`src/hw/rtl/hptc_pkg.sv`:
```
// ----------------------------------------------------------------------------
// hptc_pkg
// Shared widths, register indexes and stage types of the heading PID turn
// controller.
// ----------------------------------------------------------------------------
package hptc_pkg;

   localparam int HEADING_W   = 16;
   localparam int TOL_W       = 15;
   localparam int GAIN_W      = 16;
   localparam int DRIVE_W     = 15;
   localparam int ERROR_W     = 16;
   localparam int DERIV_W     = 18;
   localparam int SUM_W       = 32;
   localparam int CSR_INDEX_W = 3;
   localparam int CSR_DATA_W  = 16;
   localparam int REQ_DATA_W  = 24;
   localparam int RSP_DATA_W  = 32;

   localparam logic [CSR_INDEX_W-1:0] CSR_TARGET_HEADING = 3'd0;
   localparam logic [CSR_INDEX_W-1:0] CSR_STOP_TOLERANCE = 3'd1;
   localparam logic [CSR_INDEX_W-1:0] CSR_GAIN_PROP      = 3'd2;
   localparam logic [CSR_INDEX_W-1:0] CSR_GAIN_INTEG     = 3'd3;
   localparam logic [CSR_INDEX_W-1:0] CSR_GAIN_DERIV     = 3'd4;

   typedef struct packed {
      logic [GAIN_W-1:0] gain_prop;
      logic [GAIN_W-1:0] gain_integ;
      logic [GAIN_W-1:0] gain_deriv;
   } gains_type;

   typedef struct packed {
      logic                      valid;
      logic                      done;
      logic signed [ERROR_W-1:0] err;
      logic signed [DERIV_W-1:0] deriv;
      logic signed [SUM_W-1:0]   sum;
   } err_stage_type;

   typedef struct packed {
      logic                      valid;
      logic                      done;
      logic signed [DRIVE_W-1:0] drive;
      logic signed [ERROR_W-1:0] err;
   } drive_result_type;

endpackage

```
`src/hw/rtl/hptc_error.sv`:
```
// ----------------------------------------------------------------------------
// hptc_error
// Shortest-path heading error, done test, derivative and saturating error
// sum. Holds the controller state and registers the stage result.
// ----------------------------------------------------------------------------
module hptc_error #(
   parameter int FULL_TURN = 36000
) (
   input  logic                            clock,
   input  logic                            reset,
   input  logic                            en,
   input  logic                            in_valid,
   input  logic [hptc_pkg::HEADING_W-1:0]  heading_mod,
   input  logic                            new_turn,
   input  logic [hptc_pkg::HEADING_W-1:0]  target_mod,
   input  logic [hptc_pkg::TOL_W-1:0]      stop_tolerance,
   output hptc_pkg::err_stage_type         stage_out
);

   localparam int WideW = hptc_pkg::HEADING_W + 2;
   localparam int MagW  = hptc_pkg::HEADING_W + 1;
   localparam logic signed [WideW-1:0] FullTurnS = WideW'(FULL_TURN);
   localparam logic [MagW-1:0] HalfTurn = MagW'(FULL_TURN / 2);

   logic                                     step;
   logic signed [WideW-1:0]                  diff;
   logic signed [WideW-1:0]                  r_val;
   logic signed [WideW-1:0]                  l_val;
   logic signed [WideW-1:0]                  err_full;
   logic signed [hptc_pkg::ERROR_W-1:0]      err;
   logic [MagW-1:0]                          mag;
   logic                                     done;
   logic signed [hptc_pkg::ERROR_W-1:0]      prev_eff;
   logic signed [hptc_pkg::SUM_W-1:0]        sum_eff;
   logic signed [hptc_pkg::DERIV_W-1:0]      deriv;
   logic signed [hptc_pkg::SUM_W:0]          sum_wide;
   logic signed [hptc_pkg::SUM_W-1:0]        sum_sat;

   logic signed [hptc_pkg::ERROR_W-1:0]      prev_error_ff, prev_error_in;
   logic signed [hptc_pkg::SUM_W-1:0]        error_sum_ff, error_sum_in;
   hptc_pkg::err_stage_type                  stage_ff, stage_in;

   assign step = in_valid && en;

   always_comb begin
      diff     = $signed({2'b00, target_mod}) - $signed({2'b00, heading_mod});
      r_val    = (diff < 0) ? diff + FullTurnS : diff;
      l_val    = (r_val == '0) ? '0 : FullTurnS - r_val;
      err_full = (r_val < l_val) ? r_val : -l_val;
      err      = err_full[hptc_pkg::ERROR_W-1:0];
      mag      = (err_full < 0) ? MagW'(-err_full) : MagW'(err_full);
      done     = mag <= MagW'(stop_tolerance);
      prev_eff = new_turn ? '0 : prev_error_ff;
      sum_eff  = new_turn ? '0 : error_sum_ff;
      deriv    = hptc_pkg::DERIV_W'(err) - hptc_pkg::DERIV_W'(prev_eff);
      sum_wide = (hptc_pkg::SUM_W + 1)'(sum_eff) + (hptc_pkg::SUM_W + 1)'(err);
      if (sum_wide[hptc_pkg::SUM_W] != sum_wide[hptc_pkg::SUM_W-1]) begin
         sum_sat = sum_wide[hptc_pkg::SUM_W] ? {1'b1, {(hptc_pkg::SUM_W-1){1'b0}}}
                                             : {1'b0, {(hptc_pkg::SUM_W-1){1'b1}}};
      end else begin
         sum_sat = sum_wide[hptc_pkg::SUM_W-1:0];
      end
   end

   always_comb begin
      prev_error_in = prev_error_ff;
      error_sum_in  = error_sum_ff;
      if (step) begin
         prev_error_in = done ? prev_eff : err;
         error_sum_in  = done ? sum_eff  : sum_sat;
      end
      stage_in       = stage_ff;
      if (en) begin
         stage_in.valid = in_valid;
         stage_in.done  = done;
         stage_in.err   = err;
         stage_in.deriv = deriv;
         stage_in.sum   = sum_sat;
      end
   end

   always_ff @(posedge clock) begin
      if (reset) begin
         prev_error_ff  <= '0;
         error_sum_ff   <= '0;
         stage_ff.valid <= 1'b0;
      end else begin
         prev_error_ff  <= prev_error_in;
         error_sum_ff   <= error_sum_in;
         stage_ff.valid <= stage_in.valid;
      end
      stage_ff.done  <= stage_in.done;
      stage_ff.err   <= stage_in.err;
      stage_ff.deriv <= stage_in.deriv;
      stage_ff.sum   <= stage_in.sum;
   end

   assign stage_out = stage_ff;

   a_hold_when_done : assert property (@(posedge clock) disable iff (reset)
      (step && done && !new_turn) |=>
         ($stable(prev_error_ff) && $stable(error_sum_ff)))
      else $error("state changed on a done step");

   a_prev_tracks_err : assert property (@(posedge clock) disable iff (reset)
      (step && !done) |=> (prev_error_ff == $past(err)))
      else $error("previous error not updated from error");

   a_short_way : assert property (@(posedge clock) disable iff (reset)
      step |-> (mag <= HalfTurn))
      else $error("error longer than half a turn");

   a_stage_follows_step : assert property (@(posedge clock) disable iff (reset)
      step |=> (stage_ff.valid && (stage_ff.err == prev_error_ff || stage_ff.done)))
      else $error("stage result out of step with state");

endmodule

```
`config.mk`:
```
export PLATFORM = sky130hd
export DESIGN_NAME = hptc_error
export DESIGN_NICKNAME = d
export VERILOG_FILES = /design/src/hw/rtl/hptc_pkg.sv /design/src/hw/rtl/hptc_error.sv
export SDC_FILE = /design/constraint.sdc
export NUM_CORES = 1
export LEC_CHECK = 0
export ABC_AREA = 1
export BUFFER_PORTS_ARGS = -buffer_cell sky130_fd_sc_hd__buf_4
export CAP_MARGIN = 30
export CORE_ASPECT_RATIO = 0.6
export CORE_MARGIN = 2
export CORE_UTILIZATION = 48
export DETAILED_ROUTE_END_ITERATION = 12
export GPL_ROUTABILITY_DRIVEN = 0
export PLACE_DENSITY = 0.7
export SLEW_MARGIN = 20
export SYNTH_ARGS = -nofsm -noshare
export SYNTH_HDL_FRONTEND = slang
export SYNTH_SLANG_ARGS = --single-unit
```
`constraint.sdc`:
```
create_clock -name clock -period 8.6 [get_ports clock]
set_input_delay 0.86 -clock clock [delete_from_list [all_inputs] [get_ports clock]]
set_output_delay 0.86 -clock clock [all_outputs]
set_load 0.1 [all_outputs]
```
Word level (Yosys, flattened, before mapping). Index checks and enable logic that the tools add are counted.

Add/subtract/negate cells: 7. Order comparisons: 4. Equal/unequal tests: 1. Multiplexer cells: 10. Reduce and logical (&&, ||, !) cells: 2.

Operators with widths (count): 32-bit 2-to-1 mux (4); 18-bit 2-to-1 mux (3); 16-bit by 16-bit subtractor with 17-bit output (2); 32-bit by 16-bit adder with 33-bit output (1); 16-bit 2-to-1 mux (2); 17-bit by 17-bit adder with 18-bit output, second input constant (1); 18-bit logical NOT (1); 18-bit by 1-bit less-than comparator with 1-bit output, second input constant (1); 18-bit less-than comparator (1); 18-bit negation (1); 16-bit by 18-bit subtractor with 18-bit output, first input constant (1); 17-bit by 15-bit <= comparator with 1-bit output (1); 17-bit by 1-bit less-than comparator with 1-bit output, second input constant (1); 17-bit 2-to-1 mux (1); 17-bit negation (1); 1-bit logical AND (1); 1-bit inequality test (1).

Flip-flop bits (word level): 116. Output and inout port bits: 68.

Longest topological paths before layout. Gate-level depths: netlist (run 1).

Depth in word-level cells: 11. Gate-level depth with buffers: 65. Gate-level depth less buffers: 63.

Worst setup path before layout (run 1). OpenSTA, ideal clock, no wires.

Path type: input to register. From: input target_mod[0] (netlist name). To: register error_sum_ff[12] (netlist name). Library setup time: 132 ps. Arrival time: 8226 ps. Data required time: 8468 ps. Setup slack: 242 ps. Stages on the path: 58. Cells stage by stage: inv_1 ha_1 inv_1 fa_1 nand2_1 nand2_1 nand3_1 nand2_1 nand2_1 nand2_1 ha_1 o21ai_2 o21ai_1 nand2_1 nand2_2 nand3_1 nand2_1 inv_1 [22 not listed] inv_1 nand2_1 nand2_1 a21boi_1 o21ai_0 a21boi_1 o21ai_0 a21boi_1 o21ai_0 a21boi_1 o21ai_0 xor2_1 nor2_1 clkbuf_1 o21ai_0 o21bai_1 nand3_1 a21oi_1.

Longest elaborated chain between the ends: 11. Elaborated cells between the ends (all ways): 19. Classes of those cells: add/sub (6); order compare (4); eq/ne (1); mux (7); reduce/logical (1).

RTL lines: start: declaration (line hptc_error.sv:15) `input logic [hptc_pkg::HEADING_W-1:0] target_mod,`; 16-bit by 16-bit subtractor with 17-bit output (*) (line hptc_error.sv:46) `diff = $signed({2'b00, target_mod}) - $signed({2'b00, heading_mod});`; 17-bit by 17-bit adder with 18-bit output or 17-bit by 1-bit less-than comparator with 1-bit output (tied branches) (line hptc_error.sv:47) `r_val = (diff < 0) ? diff + FullTurnS : diff;`; 18-bit 2-to-1 mux (*) (line hptc_error.sv:47); 16-bit by 18-bit subtractor with 18-bit output or 18-bit logical NOT (tied branches) (line hptc_error.sv:48) `l_val = (r_val == '0) ? '0 : FullTurnS - r_val;`; 18-bit 2-to-1 mux (line hptc_error.sv:48); 18-bit negation or 18-bit less-than comparator (tied branches) (line hptc_error.sv:49) `err_full = (r_val < l_val) ? r_val : -l_val;`; 18-bit 2-to-1 mux (*) (line hptc_error.sv:49); net err_full[1] (line hptc_error.sv:29) `logic signed [WideW-1:0] err_full;`; 32-bit by 16-bit adder with 33-bit output (*) (line hptc_error.sv:56) `sum_wide = (hptc_pkg::SUM_W + 1)'(sum_eff) + (hptc_pkg::SUM_W + 1)'(err);`; 32-bit 2-to-1 mux or 1-bit inequality test (tied branches) (line hptc_error.sv:58, hptc_error.sv:57); 32-bit 2-to-1 mux (*) (line hptc_error.sv:57) `if (sum_wide[hptc_pkg::SUM_W] != sum_wide[hptc_pkg::SUM_W-1]) begin`; net sum_sat (one bit) (line hptc_error.sv:37) `logic signed [hptc_pkg::SUM_W-1:0] sum_sat;`; 32-bit 2-to-1 mux (*) (line hptc_error.sv:70) `error_sum_in = done ? sum_eff : sum_sat;`; end signal: assignment (line hptc_error.sv:89) `error_sum_ff <= error_sum_in;`; end: declaration (line hptc_error.sv:40) `logic signed [hptc_pkg::SUM_W-1:0] error_sum_ff, error_sum_in;`.

Mark *: on every way through the listed nets, which the timed path passes. The rest lies on a longest branch. A chain may end at the register's enable or synchronous reset.

Worst setup path after layout (run 1).
From: input target_mod[7] (netlist name). To: register error_sum_ff[23] (netlist name).

Longest elaborated chain between the ends: 11. Elaborated cells between the ends (all ways): 19. Classes of those cells: add/sub (6); order compare (4); eq/ne (1); mux (7); reduce/logical (1).

RTL lines (line): 16-bit by 16-bit subtractor with 17-bit output (*) (hptc_error.sv:46); 17-bit by 1-bit less-than comparator with 1-bit output or 17-bit by 17-bit adder with 18-bit output (tied branches) (hptc_error.sv:47); 18-bit 2-to-1 mux (*) (hptc_error.sv:47); 16-bit by 18-bit subtractor with 18-bit output or 18-bit logical NOT (tied branches) (hptc_error.sv:48); 18-bit 2-to-1 mux (hptc_error.sv:48); 18-bit negation or 18-bit less-than comparator (tied branches) (hptc_error.sv:49); 18-bit 2-to-1 mux (*) (hptc_error.sv:49); net err_full[0] (hptc_error.sv:29); 32-bit by 16-bit adder with 33-bit output (*) (hptc_error.sv:56); 32-bit 2-to-1 mux or 1-bit inequality test (tied branches) (hptc_error.sv:58, hptc_error.sv:57); 32-bit 2-to-1 mux (*) (hptc_error.sv:57); net sum_sat (one bit) (hptc_error.sv:37); 32-bit 2-to-1 mux (*) (hptc_error.sv:70).

Marks and branches as above.

==> results.yml, run 1 <==
sta:
  slew_violations: 0
  min_period_ns: 8.23
  clock.fmax_ghz: 0.121
  tightest_slew_ns: 0.974
  slew_headroom: 0.351
  finalSetupViolations: 0
  hold_violations: 0
  fin_crit_sh: 0.957
  finClkSkew_ns: 0.0138
worst_setup_path:
  arrival_ns: 8.51
  cpMostUsedCell: "nand2_1"
  cp_max_fo: 9
  startpoint_type: "input port"
  end_kind: "register"
  cpPeakStageDelay_ns: 0.39
  r2r-start: "error_sum_ff[0]$_SDFFE_PP0P_"
  ff2ff_setup_slack_ns: 4.40
  critPathSlowestCell: "ha_2"
  critPathKind: "in2reg"
  critPathRequiredTime_ns: 8.87
  ff2ff_path_depth: 30
  r2r_end: "error_sum_ff[23]$_SDFFE_PP0P_"
yosys:
  synth_commonest_cells: "nand2_1 (400), inv_1 (199), nand3_1 (163)"
  synth_top_area_frac: 0.184
  synth_fp_nets: 1700
  synth_cell_types: 49
  avgSynthCellArea_um2: 6.92
  yosysMostFrequentCell: "nand2_1"
  ys.warnings.count: 0
  synth.largest_area_cell: "edfxtp_1"
  ys.flop_type: "edfxtp_1"
  yosysSeqAreaShare: 0.276
  synth_cells: 1553
  syn_area_um2: 10700
  synth_seq_cells: 115
  synthTopCellsByArea: "edfxtp_1 (18%), nand2_1 (14%), ha_1 (11%)"
  synth_edf_count: 66
  async_flop_share: 0
place:
  place_hpwl_mm: 25.0
  dp_cells: 2054
  place_area_um2: 12800
  port_buffers: 119
min_path:
  hold_class: "reg2reg"
  hp-start: "error_sum_ff[13]$_SDFFE_PP0P_"
  hold_depth: 2
  holdPathEnd: "error_sum_ff[13]$_SDFFE_PP0P_"
floorplan:
  num_rows: 42
  die_y_um: 120
  ioPinCount: 120
  coreArea_um2: 22000
  initial_core_util: 0.488
  dieArea_um2: 23600
  dieWidth_um: 197
routing:
  drc: 0
  wire_per_inst_um: 16.4
  drt_wl_total_mm: 34.5
  initialDrtViolationCount: 1515
  ant_nets: 0
  routed_via_density: 5.57
  firstDrtPassIters: 7
  vias: 11700
clock_tree:
  numClockSinks: 115
  clkLatencyLatePin_ns: 0.43
  clkTransAtPathRegs_ns: 0.05
  hold_buffers: 0
  cts_tree: "done"
  clockBufferDepth: 2
  cts_root_buf: "clkbuf_16"
  cts_buffers: 17
  h-tree-depth: 4
finish:
  nNetsFinal: 1943
  area_growth_pct: 28.3
  finalNonFillerCells: 2095
  fin_area_um2: 13800
  antenna_cells: 0
  drive_gt1_frac: 0.231
flow_run:
  drv_cap: 0
grt:
  grt_pass1_wl_mm: 53.7
  grt_start_max_net_pins: 69
  grt-ovfl-total: 0
  grt_pass1_vias: 10400
  grt_antenna_before_repair: 2
  grt_use_total: 0.287
outcome:
  status: "completed"
==> per-stage QoR <==
stage,utilization,worst slack (ns),TNS (ns),hold slack [ns]
4_1_cts,0.612,0.00558,0,0.464
3_3_place_gp,0.583,-0.101,-1.66,0.452
3_5_place_dp,0.583,-0.443,-16.50,0.455
2_1_floorplan,-,0.242,0,0.445
6_report,0.626,0.366,0,0.464
5_1_grt,0.626,-0.158,-3.93,0.478
==> cells in the final DEF (no fill, tap or decap), types with 4 or more instances in the layout <==
cell type and n:
a21oi_1 115, nor2_1 71, nor3_1 10, buf_4 269, clkinv_4 4, inv_2 13, o21bai_1 50, o21ai_0 50
a21oi_2 8, and2_1 4, edfxtp_1 66, nand4_1 22, nand2_1 391, xnor2_1 18, nand2_4 4, a21boi_2 4
nand3_1 162, o21ai_1 14, ha_2 4, clkbuf_16 19, nand3b_1 8, ha_1 87, dfxtp_1 49, o21ai_2 10
xor2_1 60, nand3_2 10, nand2_2 33, inv_1 198, nor2_2 8
==> what timing repair did <==
action | 4_1_cts | 5_1_grt
gates cloned | 0 | 3
buffers inserted | 2 | 3
resized for setup | 1 | 71
pin swaps | 2 | 16
endpoints found under the setup margin | 14 | 81
==> worst max path at each step <==
stage	start	end	slack (ns)
5_1_grt	target_mod[0]	error_sum_ff[16]$_SDFFE_PP0P_	-0.16
6_report	target_mod[7]	error_sum_ff[23]$_SDFFE_PP0P_	0.37
2_1_floorplan	target_mod[0]	error_sum_ff[12]$_SDFFE_PP0P_	0.24
3_3_place_gp	target_mod[0]	error_sum_ff[8]$_SDFFE_PP0P_	-0.10
3_5_place_dp	target_mod[0]	error_sum_ff[10]$_SDFFE_PP0P_	-0.44
4_1_cts	target_mod[0]	error_sum_ff[11]$_SDFFE_PP0P_	0.006
==> flip-flops by register name (all words and copies together), names as in the netlist <==
register and flops:
prev_error_ff 16, stage_out 67, error_sum_ff 32
==> worst max-delay path, delay by kind of cell <==
family	cells	cell delay, ns
and+or+nand+nor	34	3.64
AOI/OAI and AO/OA	11	1.50
adders and majority gates	4	1.26
buffers and inverters	10	1.09
xor gates and xnor gates	1	0.15
==> area by class of cell <==
type	instances	area, um2
well taps	286	358
repair buffers	277	2170
clock inverters	11	153
inverters	212	796
clock buffers	21	470
fillers	1908	8240
multi-input cells	1173	6870
flip-flops and latches	115	2960
==> metal layers <==
layer  part of all wire  wire (um)  global-route usage  vias to the layer above
met5             0.0014         47                   0                        -
met4              0.012        425              0.0470                        4
met3               0.13       4360              0.0691                       58
met2               0.38      13100               0.384                      688
met1               0.48      16500               0.461                     5303
li1                   -          -                   -                     5619
==> logic make-up (layout without fill, tap and decap cells) <==
kind of cell,count (synthesis),in the layout,synth area share
adders and majority gates,95,95,0.113
DFF,115,115,0.276
buffers and inverters,265,521,0.102
AOI/OAI and AO/OA,264,264,0.141
xor gates and xnor gates,80,80,0.0659
and+or+nand+nor,734,734,0.303
Power of run 1 is not shown: default switching activity piles up to over one toggle a cycle in this logic, so the estimate is an artifact.
==> run 2: changes to the inputs <==
Settings changed: BUFFER_PORTS_ARGS -buffer_cell sky130_fd_sc_hd__buf_4 to -buffer_cell sky130_fd_sc_hd__buf_2, CAP_MARGIN 30 to 10.
==> results.yml, run 2 (synthesis gave the netlist of run 1 again) <==
routing:
  wire_per_inst_um: 16.5
  drc: 0
  initialDrtViolationCount: 1231
  ant_nets: 0
  drt_wl_total_mm: 34.0
  vias: 11400
  firstDrtPassIters: 6
  routed_via_density: 5.54
floorplan:
  coreArea_um2: 22000
  dieArea_um2: 23600
  ioPinCount: 120
  dieWidth_um: 197
  initial_core_util: 0.488
  die_y_um: 120
  num_rows: 42
finish:
  mostFrequentLayoutCell: "nand2_1"
  drive_gt1_frac: 0.220
  area_growth_pct: 23.6
  nFillCells: 1973
  largest_reg_flops: 67
  antenna_cells: 0
  nNetsFinal: 1908
  layout_common_cells: "nand2_1 (390), inv_1 (195), nand3_1 (159)"
clock_tree:
  clkTransAtPathRegs_ns: 0.05
  cts_buffers: 17
  clkLatencyLatePin_ns: 0.42
  cts_tree: "done"
  numClockSinks: 115
  clockBufferDepth: 2
  cts_root_buf: "clkbuf_16"
  h-tree-depth: 4
grt:
  grt_start_max_net_pins: 68
  grt-ovfl-total: 0
  grt_antenna_before_repair: 0
  grt_use_total: 0.288
  grt_pass1_vias: 10200
  grt_pass1_wl_mm: 53.9
place:
  dpl_worst_slack_ns: -0.489
  port_buffers: 119
  place_hpwl_mm: 24.8
flow_run:
  drv_cap: 0
worst_setup_path:
  critPathSlowestCell: "fa_2"
  end_kind: "register"
  cpMostUsedCell: "nand2_1"
  cpPeakStageDelay_ns: 0.34
  cp_max_fo: 17
  arrival_ns: 8.38
  critPathKind: "in2reg"
  critPathRequiredTime_ns: 8.86
  startpoint_type: "input port"
min_path:
  hold_class: "reg2reg"
sta:
  setup_slack_ns: 0.478
  tightest_slew_ns: 1.08
  clock.fmax_ghz: 0.123
  hold_violations: 0
  slew_violations: 0
  finClkSkew_ns: 0.00620
  slew_headroom: 0.283
  finalSetupViolations: 0
  min_period_ns: 8.12
  fin_crit_sh: 0.944
outcome:
  status: "completed"
[run 2: path summary, 6_finish.rpt]
check	cells after the start	end	start	slack (ns)
worst max register to register	30	error_sum_ff[4]$_SDFFE_PP0P_	error_sum_ff[0]$_SDFFE_PP0P_	4.38
worst min-delay path	2	error_sum_ff[14]$_SDFFE_PP0P_	error_sum_ff[14]$_SDFFE_PP0P_	0.46
worst max-delay path	60	error_sum_ff[4]$_SDFFE_PP0P_	target_mod[0]	0.48
worst min register to register	2	error_sum_ff[14]$_SDFFE_PP0P_	error_sum_ff[14]$_SDFFE_PP0P_	0.46
[run 2: repair_timing]
item | CTS | global route
hold buffers | 0 | 0
setup endpoints to repair | 17 | 82
pin swaps | 1 | 31
buffers inserted | 1 | 18
gates resized for setup | 2 | 109
gates cloned | 0 | 1
[run 2: per-stage QoR]
step / instances / instance area [um2] / hold slack (ns) / utilization / TNS, ns
global placement: 2008 / 12200 / 0.452 / 0.553 / -1.38
detailed placement: 2008 / 12200 / 0.456 / 0.553 / -18.36
floorplan: 1553 / 10700 / 0.445 / - / 0
finish: 2060 / 13300 / 0.464 / 0.603 / 0
CTS: 2041 / 12800 / 0.464 / 0.583 / 0
global route: 2060 / 13300 / 0.479 / 0.603 / -3.41
[run 2: critical path: cells and delay by family]
kind / cells / cell delay [ns]
AOI/OAI and AO/OA: 14 / 1.84
xor gates and xnor gates: 1 / 0.19
adders and majority gates: 5 / 1.26
buffers and inverters: 10 / 1.22
and+or+nand+nor: 30 / 2.99
[run 2: layout make-up]
class | count | area (um2) | share of cell area
tap | 286 | 358 | 0.0270
clock buffer | 22 | 444 | 0.0335
timing repair buffer | 242 | 1550 | 0.117
inverter | 212 | 798 | 0.0601
clock inverter | 10 | 181 | 0.0137
sequential | 115 | 2960 | 0.223
multi-input combinational | 1173 | 6980 | 0.526
[run 2: per-layer routing]
layer	vias up	wire, um	global-route usage
met5	-	0	0
met2	584	12900	0.377
met3	38	3820	0.0784
li1	5550	-	-
met4	0	396	0.0606
met1	5247	16900	0.459
Power of run 2 is left out for the same reason.
