### config.mk
export PLATFORM = sky130hd
export DESIGN_NAME = hptc_modred
export DESIGN_NICKNAME = d
export VERILOG_FILES = /design/src/hw/rtl/hptc_pkg.sv /design/src/hw/rtl/hptc_modred.sv
export SDC_FILE = /design/constraint.sdc
export NUM_CORES = 1
export LEC_CHECK = 0
export BUFFER_PORTS_ARGS = -buffer_cell sky130_fd_sc_hd__buf_2
export CAP_MARGIN = 20
export CORE_AREA = 2 2 39 41
export DETAILED_ROUTE_END_ITERATION = 10
export DIE_AREA = 0 0 41 43
export GPL_TIMING_DRIVEN = 0
export PLACE_DENSITY = 0.61
export SYNTH_ARGS = -nofsm -noshare
export SYNTH_HDL_FRONTEND = slang
export SYNTH_SLANG_ARGS = --single-unit
### constraint.sdc
create_clock -name vclk -period 1.2
set_input_delay 0.06 -clock vclk [all_inputs]
set_output_delay 0.06 -clock vclk [all_outputs]
set_load 0.05 [all_outputs]
### src/hw/rtl/hptc_pkg.sv
// ----------------------------------------------------------------------------
// hptc_pkg
// Shared widths, register indexes and stage types of the heading PID turn
// controller.
// ----------------------------------------------------------------------------
package hptc_pkg;

   localparam int HEADING_W   = 16;
   localparam int TOL_W       = 15;
   localparam int GAIN_W      = 16;
   localparam int DRIVE_W     = 15;
   localparam int ERROR_W     = 16;
   localparam int DERIV_W     = 18;
   localparam int SUM_W       = 32;
   localparam int CSR_INDEX_W = 3;
   localparam int CSR_DATA_W  = 16;
   localparam int REQ_DATA_W  = 24;
   localparam int RSP_DATA_W  = 32;

   localparam logic [CSR_INDEX_W-1:0] CSR_TARGET_HEADING = 3'd0;
   localparam logic [CSR_INDEX_W-1:0] CSR_STOP_TOLERANCE = 3'd1;
   localparam logic [CSR_INDEX_W-1:0] CSR_GAIN_PROP      = 3'd2;
   localparam logic [CSR_INDEX_W-1:0] CSR_GAIN_INTEG     = 3'd3;
   localparam logic [CSR_INDEX_W-1:0] CSR_GAIN_DERIV     = 3'd4;

   typedef struct packed {
      logic [GAIN_W-1:0] gain_prop;
      logic [GAIN_W-1:0] gain_integ;
      logic [GAIN_W-1:0] gain_deriv;
   } gains_type;

   typedef struct packed {
      logic                      valid;
      logic                      done;
      logic signed [ERROR_W-1:0] err;
      logic signed [DERIV_W-1:0] deriv;
      logic signed [SUM_W-1:0]   sum;
   } err_stage_type;

   typedef struct packed {
      logic                      valid;
      logic                      done;
      logic signed [DRIVE_W-1:0] drive;
      logic signed [ERROR_W-1:0] err;
   } drive_result_type;

endpackage

### src/hw/rtl/hptc_modred.sv
// ----------------------------------------------------------------------------
// hptc_modred
// Reduces a 16-bit heading modulo the full turn by a short chain of
// conditional subtractions of shifted multiples.
// ----------------------------------------------------------------------------
module hptc_modred #(
   parameter int FULL_TURN = 36000
) (
   input  logic [hptc_pkg::HEADING_W-1:0] heading_raw,
   output logic [hptc_pkg::HEADING_W-1:0] heading_mod
);

   localparam int Span  = 1 << hptc_pkg::HEADING_W;
   localparam int Steps = $clog2((Span + FULL_TURN - 1) / FULL_TURN);
   localparam int RemW  = hptc_pkg::HEADING_W + 2;

   always_comb begin
      logic [RemW-1:0] rem;
      rem = RemW'(heading_raw);
      for (int k = Steps - 1; k >= 0; k--) begin
         if (rem >= RemW'(FULL_TURN << k)) begin
            rem = rem - RemW'(FULL_TURN << k);
         end
      end
      heading_mod = rem[hptc_pkg::HEADING_W-1:0];
   end

endmodule

* Word level (Yosys, flattened, before mapping)
Cells that the tools add are included.
** Word-level totals
- Flip-flop bits (word level) :: 0
** Operators by class
- Add/subtract/negate cells :: 1
- $lt $le $gt $ge :: 1
- Muxes and demuxes :: 1
** Operators by type and width (number)
- $ge 16x16->1 const B :: 1
- $mux 16 :: 1
- $sub 16x16->16 const B :: 1

* Longest topological paths before layout
Gate-level depths: netlist (run 1).
- Word-level depth :: 2
- Mapped depth :: 6

* Worst setup path before layout (run 1)
No wires, ideal clock.
- Path type :: input to output
- From :: input port heading_raw[5] in the netlist's numbering
- To :: output port heading_mod[15] in the netlist's numbering
- Arrival time :: 1.736 ns
- Slack :: -0.596 ns
- Stages on the path :: 5
- Buffers on the path :: 0
- Cell sequence :: inv_1 > ha_1 > nand2b_1 > a21oi_1 > a211oi_1
** On the way
- Word-level cells in the longest chain between the ends :: 2
- Elaborated cells between the ends (all ways) :: 3
- Those cells by class :: add/sub (1); order compare (1); mux (1)
** RTL lines
- start, declared :: line hptc_modred.sv:9 : input logic [hptc_pkg::HEADING_W-1:0] heading_raw,
- $sub 16x16->16 / $ge 16x16->1 (equally long branches) :: line hptc_modred.sv:22, hptc_modred.sv:21
- $mux 16 (*) :: line hptc_modred.sv:21 : if (rem >= RemW'(FULL_TURN << k)) begin
- end, declared :: line hptc_modred.sv:10 : output logic [hptc_pkg::HEADING_W-1:0] heading_mod
Mark *: on every way between the ends. The rest lies on a longest branch, timed or not.

* Worst setup path after layout (run 1)
- From :: input port heading_raw[14] in the netlist's numbering
- To :: output port heading_mod[10] in the netlist's numbering
** On the way
- Word-level cells in the longest chain between the ends :: 2
** RTL lines (line)
- $ge 16x16->1 :: hptc_modred.sv:21
- $mux 16 :: hptc_modred.sv:21
Every way passes these cells.

==> results.rst, run 1 <==
.. list-table::
   :header-rows: 1

   * - Metric
     - Value
   * - Netlist Area Pre-Place
     - 297 sq um
   * - Measured slew at the worst slew-check pin
     - 0.248 ns
   * - Max FO, Critical Path
     - 5
   * - Max-slew violations
     - 0
   * - Iteration-0 DRC count of the detailed router
     - 0
   * - Via count normalized by instance count
     - 4.60
   * - Final Hold Viols
     - 0
   * - Violated checks
     - negative setup slack
   * - Drt pass-1 iters
     - 1
   * - Shortest clock period the worst path allows after layout
     - 1.42 ns
   * - Io pins
     - 32
   * - Warning count from the yosys run
     - 0
   * - Xor-xnor portion of the synthesized cell area
     - 0.207
   * - Smallest setup slack after layout
     - -0.215 ns
   * - Hold Crit Class
     - in2out
   * - Critical Path End Type
     - output port
   * - Total congestion overflow after global routing
     - 0
   * - Nets@finish
     - 99
   * - Via count of the first global-routing pass
     - 370
   * - Largest net degree at the start of global routing
     - 7
   * - Max Freq
     - 707 MHz
   * - Fraction of the mapped netlist area in adder cells
     - 0.0422
   * - Combinational family with the most area after synthesis
     - compound AO/OA/AOI/OAI gates
   * - Number of maximum-capacitance violations
     - 0
   * - Overall power after layout
     - 556 uW
   * - Simple-Gate Fraction of Synth Area
     - 0.270
   * - Count of placed standard cells including taps
     - 84
   * - Top delay family on crit path
     - simple AND/OR/NAND/NOR gates
   * - Share of final-layout standard cells stronger than drive strength 1
     - 0.925
   * - Antenna-violating nets left
     - 0
   * - Yosys cell types
     - 23
   * - PortBufs
     - 27
   * - Final TNS setup
     - -1.61 ns
   * - Fin crit share
     - 1.18
   * - Horizontal die dimension
     - 41 um
   * - Slew margin rel.
     - 0.836
   * - Sequential cell area fraction in the yosys report
     - 0
   * - Initial standard-cell utilization of the core
     - 0.214
   * - Synthesis-to-finish area growth
     - 209%
   * - Number of vias in the routed layout
     - 442
   * - Total half-perimeter wirelength after legalization and detailed placement
     - 733 um
   * - Global-route wire length before repair
     - 1570 um
   * - Total track usage
     - 0.119
   * - Antenna Cells
     - 0
   * - Arrival @ worst endpoint
     - 1.36 ns
   * - Site Rows
     - 14
   * - CP Buf/Inv Count
     - 2
   * - Antenna violations before repair
     - 0
   * - Final cell count without fillers
     - 96
   * - Layout Utilization
     - 0.663
   * - Storage element area
     - 0 sq um
   * - Die Ht
     - 43 um
   * - Syn Inst Count
     - 41
   * - Final weighted congestion in routability-driven placement
     - 0.677
   * - Result of the run
     - finished with violations
   * - Power per unit of standard cell area
     - 606 nW/um^2
   * - Mux cell area share after synthesis
     - 0.0380
   * - Total wire length
     - 1050 um
   * - Hold EP
     - heading_mod[4]
   * - Full die area
     - 1760 sq um
   * - Cell depth of the worst min-delay path
     - 2
   * - Launching element type of the critical path
     - input port
   * - Final sequential cell count
     - 0
   * - Synthesized Nets
     - 58
   * - Compound-gate portion of the synthesized area
     - 0.278
   * - Final setup violation count
     - 10
   * - Crit-path cells
     - buf_6 > or3_4 > o31a_4 > nand2_2 > xnor2_4 > buf_6
   * - Critical path data required time
     - 1.14 ns
   * - Worst Hold Margin
     - 0.421 ns
   * - Most numerous cell on the critical path
     - sky130_fd_sc_hd__buf_6
   * - Post-detailed-route wirelength per cell
     - 11.0 um
   * - Area of the placeable core
     - 1380 sq um
   * - Maximum vdd drop
     - 0.000303 V
   * - Crit-path max cell delay
     - 0.41 ns
   * - Mean area per synthesized cell
     - 7.23 sq um
   * - Hold wc startpoint
     - heading_raw[4]
   * - Pleak
     - 0.000399 uW
   * - Category of the most critical setup path
     - in2out
   * - Detailed-route DRC error count
     - 0
   * - RSZ-0062 raised after global routing
     - yes
   * - CLK BUF
     - 0
   * - CP max-delay cell
     - sky130_fd_sc_hd__or3_4
-- placed cells by master, fill, tap and decap left out --
master and count:
sky130_fd_sc_hd__nand2_2 4, sky130_fd_sc_hd__buf_6 16, sky130_fd_sc_hd__nand3b_4 1, sky130_fd_sc_hd__nand3_4 1, sky130_fd_sc_hd__buf_8 1, sky130_fd_sc_hd__nor3_4 1, sky130_fd_sc_hd__buf_4 17, sky130_fd_sc_hd__o31a_1 1
sky130_fd_sc_hd__xnor2_4 5, sky130_fd_sc_hd__or3_4 1, sky130_fd_sc_hd__inv_1 1, sky130_fd_sc_hd__a211oi_4 1, sky130_fd_sc_hd__inv_2 1, sky130_fd_sc_hd__clkinvlp_4 1, sky130_fd_sc_hd__nor2_4 2, sky130_fd_sc_hd__a31o_2 1
sky130_fd_sc_hd__mux2_1 1, sky130_fd_sc_hd__buf_2 10, sky130_fd_sc_hd__nand2b_4 1, sky130_fd_sc_hd__nand2_1 2, sky130_fd_sc_hd__o2111a_2 1, sky130_fd_sc_hd__o211a_4 1, sky130_fd_sc_hd__ha_4 1, sky130_fd_sc_hd__o31a_4 1
sky130_fd_sc_hd__a21oi_4 1, sky130_fd_sc_hd__xor2_4 2, sky130_fd_sc_hd__o31ai_4 1, sky130_fd_sc_hd__o21ai_2 2, sky130_fd_sc_hd__nor2b_1 1
-- report_power, final --
part	internal (uW)	switching (uW)	leakage, uW
combinational	242	314	0.000399
clock	0	0	0
sequential	0	0	0
-- worst max-delay path by stage --
stage,from,end,cells past startpoint
finish,heading_raw[14],heading_mod[10],6
detailed placement,heading_raw[13],heading_mod[9],6
CTS,heading_raw[14],heading_mod[9],6
global route,heading_raw[6],heading_mod[10],6
floorplan,heading_raw[13],heading_mod[7],4
global placement,heading_raw[13],heading_mod[9],6
-- final cells by class --
type	count	area, sq um
Tap cell	16	20.0
Buffer	5	37.5
Inverter	3	15.0
Multi-Input combinational cell	33	509
Timing Repair Buffer	39	335
Fill cell	109	467
-- per-stage QoR --
stage / instance area, sq um / setup WS, ns
floorplan: 494 / -0.120
global placement: 649 / -0.473
detailed placement: 649 / -0.477
CTS: 846 / -0.226
global route: 917 / -0.249
finish: 917 / -0.215
-- cell usage after synthesis --
master	instances	share of area
sky130_fd_sc_hd__nor2b_1	1	0.021
sky130_fd_sc_hd__xor2_1	2	0.059
sky130_fd_sc_hd__o31ai_2	1	0.042
sky130_fd_sc_hd__o2111a_1	1	0.038
sky130_fd_sc_hd__a31o_2	1	0.030
sky130_fd_sc_hd__ha_1	1	0.042
sky130_fd_sc_hd__o211a_1	1	0.034
sky130_fd_sc_hd__o21ai_0	1	0.017
sky130_fd_sc_hd__nor3_1	1	0.017
sky130_fd_sc_hd__o31a_1	2	0.059
sky130_fd_sc_hd__buf_4	5	0.13
sky130_fd_sc_hd__mux2_1	1	0.038
sky130_fd_sc_hd__or3_4	1	0.038
sky130_fd_sc_hd__nand3b_2	1	0.038
sky130_fd_sc_hd__a21oi_1	1	0.017
sky130_fd_sc_hd__a211oi_1	1	0.025
sky130_fd_sc_hd__nand2b_1	1	0.021
sky130_fd_sc_hd__nand2_1	6	0.076
sky130_fd_sc_hd__nand3_2	1	0.034
sky130_fd_sc_hd__nor2_1	2	0.025
sky130_fd_sc_hd__xnor2_1	5	0.15
sky130_fd_sc_hd__o21ai_1	1	0.017
sky130_fd_sc_hd__inv_1	3	0.038
-- cell families (layout without fill, tap and decap cells) --
group,Yosys count,count (layout)
compound gates,10,10
xor+xnor,7,7
fa+ha+maj,1,1
buf+inv,8,47
mux,1,1
simple gates,14,14
-- layer usage --
layer / up-vias / wire length (um) / track usage
met2: 19 / 654 / 0.216
met4: 0 / 0 / 0
met1: 207 / 331 / 0.158
met3: 0 / 68 / 0
li1: 216 / - / -
met5: - / 0 / 0
-- what timing repair did --
item	in CTS	in global routing
hold buffers	0	0
setup buffers	7	5
pin swaps	12	10
resized for setup	40	12
hold endpoints to repair	0	0
endpoints found under the setup margin	11	11
No activity file was read; power rests on OpenSTA's default activity.
==> run 2, diff against run 1 <==
--- a/config.mk
+++ b/config.mk
@@ -5,13 +5,14 @@
 export SDC_FILE = /design/constraint.sdc
 export NUM_CORES = 1
 export LEC_CHECK = 0
+export ABC_AREA = 1
 export BUFFER_PORTS_ARGS = -buffer_cell sky130_fd_sc_hd__buf_2
 export CAP_MARGIN = 20
 export CORE_AREA = 2 2 39 41
 export DETAILED_ROUTE_END_ITERATION = 10
 export DIE_AREA = 0 0 41 43
 export GPL_TIMING_DRIVEN = 0
-export PLACE_DENSITY = 0.61
+export PLACE_DENSITY = 0.68
 export SYNTH_ARGS = -nofsm -noshare
 export SYNTH_HDL_FRONTEND = slang
 export SYNTH_SLANG_ARGS = --single-unit
==> run 2 against run 1 <==
Against the previous run: the flow now finishes without violations; critical path depth rose by 2; die area did not move; combinational power fell by 27%; global-route usage fell by 1.4 points; via count rose by 20%; critical endpoint is now heading_mod[11]; largest power group unchanged; highest routed layer unchanged.
==> results.rst, run 2 <==
.. list-table::
   :header-rows: 1

   * - Metric
     - Value
   * - Result of the run
     - complete, no violations
   * - Crit-path max cell delay
     - 0.22 ns (-0.19 ns)
   * - Storage element area
     - 0 sq um (unchanged)
   * - Site Rows
     - 14 (unchanged)
   * - Post-Layout Inst Area
     - 661 sq um (-28%)
   * - Place WS
     - -0.154 ns (+0.323 ns)
   * - Max FO, Critical Path
     - 7 (+2)
   * - Share of Yosys cell area claimed by the top area cell type
     - 0.422 (+0.274)
   * - Share of final-layout standard cells stronger than drive strength 1
     - 0.481 (-0.444)
   * - Synthesized Nets
     - 94 (+62%)
   * - Met2 WL
     - 502 um (-23%)
   * - Antenna Cells
     - 0 (unchanged)
   * - Iteration-0 DRC count of the detailed router
     - 6 (+6)
   * - RSZ-0062 raised after global routing
     - no
   * - Area contributors post-synth
     - sky130_fd_sc_hd__nand2_1, sky130_fd_sc_hd__buf_4, sky130_fd_sc_hd__inv_1
   * - CP max-delay cell
     - sky130_fd_sc_hd__a21oi_4
   * - Critical path data required time
     - 1.14 ns (about the same)
   * - Fin crit share
     - 0.922 (-0.258)
   * - CLK BUF
     - 0 (unchanged)
   * - Total congestion overflow after global routing
     - 0 (unchanged)
   * - Drt pass-1 iters
     - 2 (+1)
   * - Netlist Area Pre-Place
     - 383 sq um (+29%)
   * - Critical Path End Type
     - output port
   * - Final sequential cell count
     - 0 (unchanged)
   * - Category of the most critical setup path
     - in2out
   * - Via count of the first global-routing pass
     - 404 (+9.2%)
   * - CP Buf/Inv Count
     - 2 (unchanged)
   * - Warning count from the yosys run
     - 0 (unchanged)
   * - Power per unit of standard cell area
     - 618 nW/um^2 (+1.9%)
   * - Final weighted congestion in routability-driven placement
     - 0.798 (+18%)
   * - Crit-path cells
     - buf_2 > nand2_1 > nand3_4 > nand2_4 > a21oi_4 > nand2_1 > nand2_1 > buf_6
   * - Total wire length
     - 989 um (-6.1%)
   * - Top-count cell post-synth
     - sky130_fd_sc_hd__nand2_1
   * - Total track usage
     - 0.105 (-0.0137)
   * - Slew margin rel.
     - 0.835 (about the same)
   * - Global-route wire length before repair
     - 1410 um (-10%)
   * - Measured slew at the worst slew-check pin
     - 0.249 ns (+0.000984 ns)
   * - Commonest non-fill, non-tap cell in the layout
     - sky130_fd_sc_hd__nand2_1
   * - Overall power after layout
     - 408 uW (-27%)
   * - Sequential cell area fraction in the yosys report
     - 0 (unchanged)
   * - Final Hold Viols
     - 0 (unchanged)
   * - Shortest clock period the worst path allows after layout
     - 1.11 ns (-0.309 ns)
   * - Post-detailed-route wirelength per cell
     - 8.11 um (-26%)
   * - Io pins
     - 32 (unchanged)
   * - Max Freq
     - 904 MHz (+28%)
   * - Met3 wire length
     - 79 um (+16%)
   * - Placed inst area
     - 544 sq um (-16%)
   * - Smallest setup slack after layout
     - 0.0939 ns (+0.309 ns)
   * - Maximum vdd drop
     - 0.000266 V (-12%)
   * - Routed met1 length
     - 406 um (+23%)
   * - Area occupied by multi-input gates
     - 353 sq um (-31%)
   * - Max-slew violations
     - 0 (unchanged)
   * - Area of the placeable core
     - 1380 sq um (unchanged)
   * - Worst Hold Margin
     - 0.421 ns (+0.000128 ns)
   * - Syn Inst Count
     - 77 (+88%)
   * - Number of vias in the routed layout
     - 531 (+20%)
   * - Launching element type of the critical path
     - input port
   * - Synthesis-to-finish area growth
     - 72.5%
   * - Antenna-violating nets left
     - 0 (unchanged)
   * - Pleak
     - 0.000398 uW (-0.14%)
   * - Arrival @ worst endpoint
     - 1.05 ns (-0.31 ns)
   * - Nets@finish
     - 125 (+26%)
   * - Die Ht
     - 43 um (unchanged)
   * - PortBufs
     - 27 (unchanged)
   * - Final setup violation count
     - 0 (-10)
   * - Highest-count cells in the layout ignoring fill and taps
     - sky130_fd_sc_hd__nand2_1, sky130_fd_sc_hd__buf_2, sky130_fd_sc_hd__buf_6
   * - Cell type with the largest total area after synthesis
     - sky130_fd_sc_hd__nand2_1
   * - Yosys cell types
     - 16 (-30%)
   * - List of most frequent post-synthesis cells
     - sky130_fd_sc_hd__nand2_1, sky130_fd_sc_hd__inv_1, sky130_fd_sc_hd__buf_4
   * - Detailed-route DRC error count
     - 0 (unchanged)
   * - Layout fillers
     - 149 (+37%)
   * - Horizontal die dimension
     - 41 um (unchanged)
   * - Initial standard-cell utilization of the core
     - 0.277 (+0.0624)
   * - Top sig layer
     - met3
   * - Largest net degree at the start of global routing
     - 9 (+2)
   * - Total half-perimeter wirelength after legalization and detailed placement
     - 801 um (+9.3%)
   * - Most numerous cell on the critical path
     - sky130_fd_sc_hd__nand2_1
   * - Full die area
     - 1760 sq um (unchanged)
   * - Number of maximum-capacitance violations
     - 0 (unchanged)
   * - Hold Crit Class
     - in2out
   * - Top delay family on crit path
     - simple AND/OR/NAND/NOR gates
   * - Antenna violations before repair
     - 0 (unchanged)
   * - Via count normalized by instance count
     - 4.35 (-5.5%)
   * - Final TNS setup
     - 0 ns (+1.61 ns)
   * - Mean area per synthesized cell
     - 4.97 sq um (-31%)
==> run 2: path summary, 6_finish.rpt <==
| check | start | end | depth (start not counted) |
|---|---|---|---|
| min | heading_raw[1] | heading_mod[1] | 2 |
| max | heading_raw[7] | heading_mod[11] | 8 |
==> run 2: timing repair <==
action / 4_1_cts / 5_1_grt
setup endpoints to repair: 9 / 9
gates resized for setup: 12 / 17
gates cloned: 0 / 0
pin swaps: 1 / 6
hold endpoints to repair: 0 / 0
hold buffers: 0 / 0
setup buffers: 1 / 1
==> run 2: per-stage QoR <==
step                      utilization  cells
after global placement          0.393    120
after floorplan                     -     77
after detailed placement        0.393    120
after global routing            0.477    122
after CTS                       0.421    121
final                           0.477    122
==> run 2: power breakdown <==
| group | internal (uW) | switching, uW | leakage [uW] |
|---|---|---|---|
| combinational | 138 | 270 | 0.000398 |
| clock | 0 | 0 | 0 |
| sequential | 0 | 0 | 0 |
==> run 2: kinds of logic after synthesis <==
logic type / count (synthesis) / share of synthesized area
fa+ha+maj: 1 / 0.0327
xor+xnor: 2 / 0.0458
compound gates: 4 / 0.0882
simple gates: 54 / 0.627
buf+inv: 16 / 0.206
==> run 2: cell type report <==
class / instances / area share
Inverter: 11 / 0.0625
Buffer: 5 / 0.0568
Tap cell: 16 / 0.0303
Timing Repair Buffer: 29 / 0.316
Multi-Input combinational cell: 61 / 0.534
==> run 2: routing by layer <==
| layer | global-route usage | vias up |
|---|---|---|
| met2 | 0.203 | 18 |
| met4 | 0 | 0 |
| li1 | - | 291 |
| met3 | 0 | 0 |
| met5 | 0 | - |
| met1 | 0.127 | 222 |
==> run 3, diff against run 2 <==
--- a/config.mk
+++ b/config.mk
@@ -8,11 +8,13 @@
 export ABC_AREA = 1
 export BUFFER_PORTS_ARGS = -buffer_cell sky130_fd_sc_hd__buf_2
 export CAP_MARGIN = 20
-export CORE_AREA = 2 2 39 41
+export CELL_PAD_IN_SITES_DETAIL_PLACEMENT = 1
+export CELL_PAD_IN_SITES_GLOBAL_PLACEMENT = 2
+export CORE_MARGIN = 2
+export CORE_UTILIZATION = 17
 export DETAILED_ROUTE_END_ITERATION = 10
-export DIE_AREA = 0 0 41 43
 export GPL_TIMING_DRIVEN = 0
-export PLACE_DENSITY = 0.68
+export PLACE_DENSITY = 0.9
 export SYNTH_ARGS = -nofsm -noshare
 export SYNTH_HDL_FRONTEND = slang
 export SYNTH_SLANG_ARGS = --single-unit
==> run 3 against run 2 <==
Against the previous run: count of clock-buffer cells in the layout did not move; maximum frequency down 0.81%; die area rose by 50%; flip-flop and latch count unchanged; global-route usage is 1.1 points lower; largest cell class unchanged; via count rose by 7.3%; highest routed layer unchanged; routed wire length up 39%.
==> results.rst, run 3 (same netlist as run 2, synthesis figures left out) <==
.. list-table::
   :header-rows: 1

   * - Metric
     - Value
   * - Post-detailed-route wirelength per cell
     - 10.1 um (+24%)
   * - Pleak
     - 0.000412 uW (+3.5%)
   * - Slew margin rel.
     - 0.832 (-0.00270)
   * - Commonest non-fill, non-tap cell in the layout
     - sky130_fd_sc_hd__nand2_1
   * - Met1 track demand over resource
     - 0.111 (-0.0161)
   * - Result of the run
     - complete, no violations
   * - Die Ht
     - 51.5 um (+20%)
   * - Launching element type of the critical path
     - input port
   * - Site Rows
     - 17 (+3)
   * - Count of placed standard cells including taps
     - 132 (+10%)
   * - Number of maximum-capacitance violations
     - 0 (unchanged)
   * - Detailed-route DRC error count
     - 0 (unchanged)
   * - Maximum vdd drop
     - 0.000227 V (-15%)
   * - Number of vias in the routed layout
     - 570 (+7.3%)
   * - Met2 layer usage reported by global route
     - 0.197 (-0.00654)
   * - Final setup violation count
     - 0 (unchanged)
   * - Switching Power
     - 283 uW (+5.0%)
   * - Nets@finish
     - 128 (+2.4%)
   * - Power per unit of standard cell area
     - 604 nW/um^2 (-2.3%)
   * - Iteration-0 DRC count of the detailed router
     - 2 (-4)
   * - Total half-perimeter wirelength after legalization and detailed placement
     - 1060 um (+32%)
   * - Total congestion overflow after global routing
     - 0 (unchanged)
   * - Fraction of met3 tracks used by global routing
     - 0 (unchanged)
   * - Final Hold Viols
     - 0 (unchanged)
   * - Final sequential cell count
     - 0 (unchanged)
   * - Internal Power
     - 144 uW (+4.2%)
   * - Final TNS setup
     - 0 ns (unchanged)
   * - Horizontal die dimension
     - 51.5 um (+25%)
   * - Highest-utilization routing layer at the global route stage
     - met2
   * - Critical path data required time
     - 1.14 ns (about the same)
   * - Hold Crit Class
     - in2out
   * - Layout fillers
     - 297 (+99%)
   * - Synthesis-to-finish area growth
     - 85.0%
   * - Max Freq
     - 897 MHz (-0.81%)
   * - Via count of the first global-routing pass
     - 507 (+25%)
   * - Via count normalized by instance count
     - 4.16 (-4.4%)
   * - Arrival @ worst endpoint
     - 1.06 ns (about the same)
   * - Final cell count without fillers
     - 137 (+12%)
   * - Io pins
     - 32 (unchanged)
   * - Final weighted congestion in routability-driven placement
     - 0.720 (-9.8%)
   * - Total track usage
     - 0.0939 (-0.0110)
   * - Antenna violations before repair
     - 0 (unchanged)
   * - Share of final-layout standard cells stronger than drive strength 1
     - 0.550 (+0.0693)
   * - Full die area
     - 2650 sq um (+50%)
   * - Switching fraction of total power
     - 0.663 (+0.00175)
   * - Storage element area
     - 0 sq um (unchanged)
   * - Fin crit share
     - 0.929 (+0.00753)
   * - Global-route wire length before repair
     - 2010 um (+42%)
   * - Sequential fraction of design power
     - 0 (unchanged)
   * - Initial standard-cell utilization of the core
     - 0.176 (-0.100)
   * - Clk pwr share
     - 0 (unchanged)
   * - PortBufs
     - 27 (unchanged)
   * - Critical Path End Type
     - output port
   * - CLK BUF
     - 0 (unchanged)
   * - Measured slew at the worst slew-check pin
     - 0.253 ns (+0.00407 ns)
   * - Share of power burned in combinational logic
     - 1.000 (about the same)
   * - Area of the placeable core
     - 2170 sq um (+57%)
   * - Antenna Cells
     - 0 (unchanged)
   * - Highest-count cells in the layout ignoring fill and taps
     - sky130_fd_sc_hd__nand2_1, sky130_fd_sc_hd__buf_2, sky130_fd_sc_hd__buf_4
   * - Post-CTS Hold Buffers
     - 0 (unchanged)
   * - Drt pass-1 iters
     - 4 (+2)
   * - Shortest clock period the worst path allows after layout
     - 1.12 ns (+0.00903 ns)
   * - Total wire length
     - 1380 um (+39%)
   * - Max-slew violations
     - 0 (unchanged)
   * - Category of the most critical setup path
     - in2out
   * - Max FO, Critical Path
     - 5 (-2)
   * - Largest net degree at the start of global routing
     - 9 (unchanged)
   * - Antenna-violating nets left
     - 0 (unchanged)
run 3: cell types whose count changed in the layout (fill, tap and decap cells not counted), sizes merged:
cell    previous run  this run
buf               34        36
clkbuf             0         1
run 3: final timing paths:
check / slack, ns / from / endpoint / depth (start not counted)
max: 0.08 / heading_raw[5] / heading_mod[13] / 13
min: 0.42 / heading_raw[0] / heading_mod[0] / 2
run 3: power by group through the flow:
stage | combinational [uW] | sequential [uW] | clock [uW]
after global routing | 458 | 0 | 0
after floorplan | 266 | 0 | 0
after detailed placement | 356 | 0 | 0
after CTS | 385 | 0 | 0
final | 427 | 0 | 0
after global placement | 347 | 0 | 0
run 3: area by class of cell:
type                       count  area, sq um  area share
buffer                         5         37.5      0.0530
multi-input combinational     61          365       0.516
inverter                      11         43.8      0.0618
timing repair buffer          32          226       0.320
tap                           28         35.0      0.0495
run 3: metal layers:
| layer | wire length, um | part of all wire |
|---|---|---|
| met1 | 523 | 0.38 |
| met2 | 792 | 0.57 |
| met3 | 63 | 0.046 |
| met4 | 0 | 0 |
| met5 | 0 | 0 |
run 3: worst max-delay path, cell delays in order:
cell,delay [ns]
sky130_fd_sc_hd__buf_6,0.09
sky130_fd_sc_hd__inv_2,0.04
sky130_fd_sc_hd__ha_4,0.16
sky130_fd_sc_hd__inv_2,0.04
sky130_fd_sc_hd__nand2_2,0.06
sky130_fd_sc_hd__nand2_4,0.10
sky130_fd_sc_hd__nand2_2,0.07
sky130_fd_sc_hd__nand2_2,0.06
sky130_fd_sc_hd__nand2_2,0.04
sky130_fd_sc_hd__nand2_1,0.05
sky130_fd_sc_hd__nand2_1,0.05
sky130_fd_sc_hd__nand2_1,0.08
sky130_fd_sc_hd__buf_6,0.15
run 3: timing repair:
item                                    4_1_cts  5_1_grt
pin swaps                                     0       10
endpoints found under the setup margin        9        9
buffers inserted                              1        4
resized for setup                            14       22
run 3: metrics by stage:
stage                     power, uW  hold slack, ns   util  cell area [sq um]  setup slack (ns)
after CTS                       385           0.424  0.279                604           -0.0212
after floorplan                 266           0.287      -                389            0.0172
after global routing            458           0.428  0.326                708          -0.00308
after detailed placement        356           0.424  0.258                559            -0.184
final                           427           0.423  0.326                708            0.0849
after global placement          347           0.422  0.258                559            -0.152
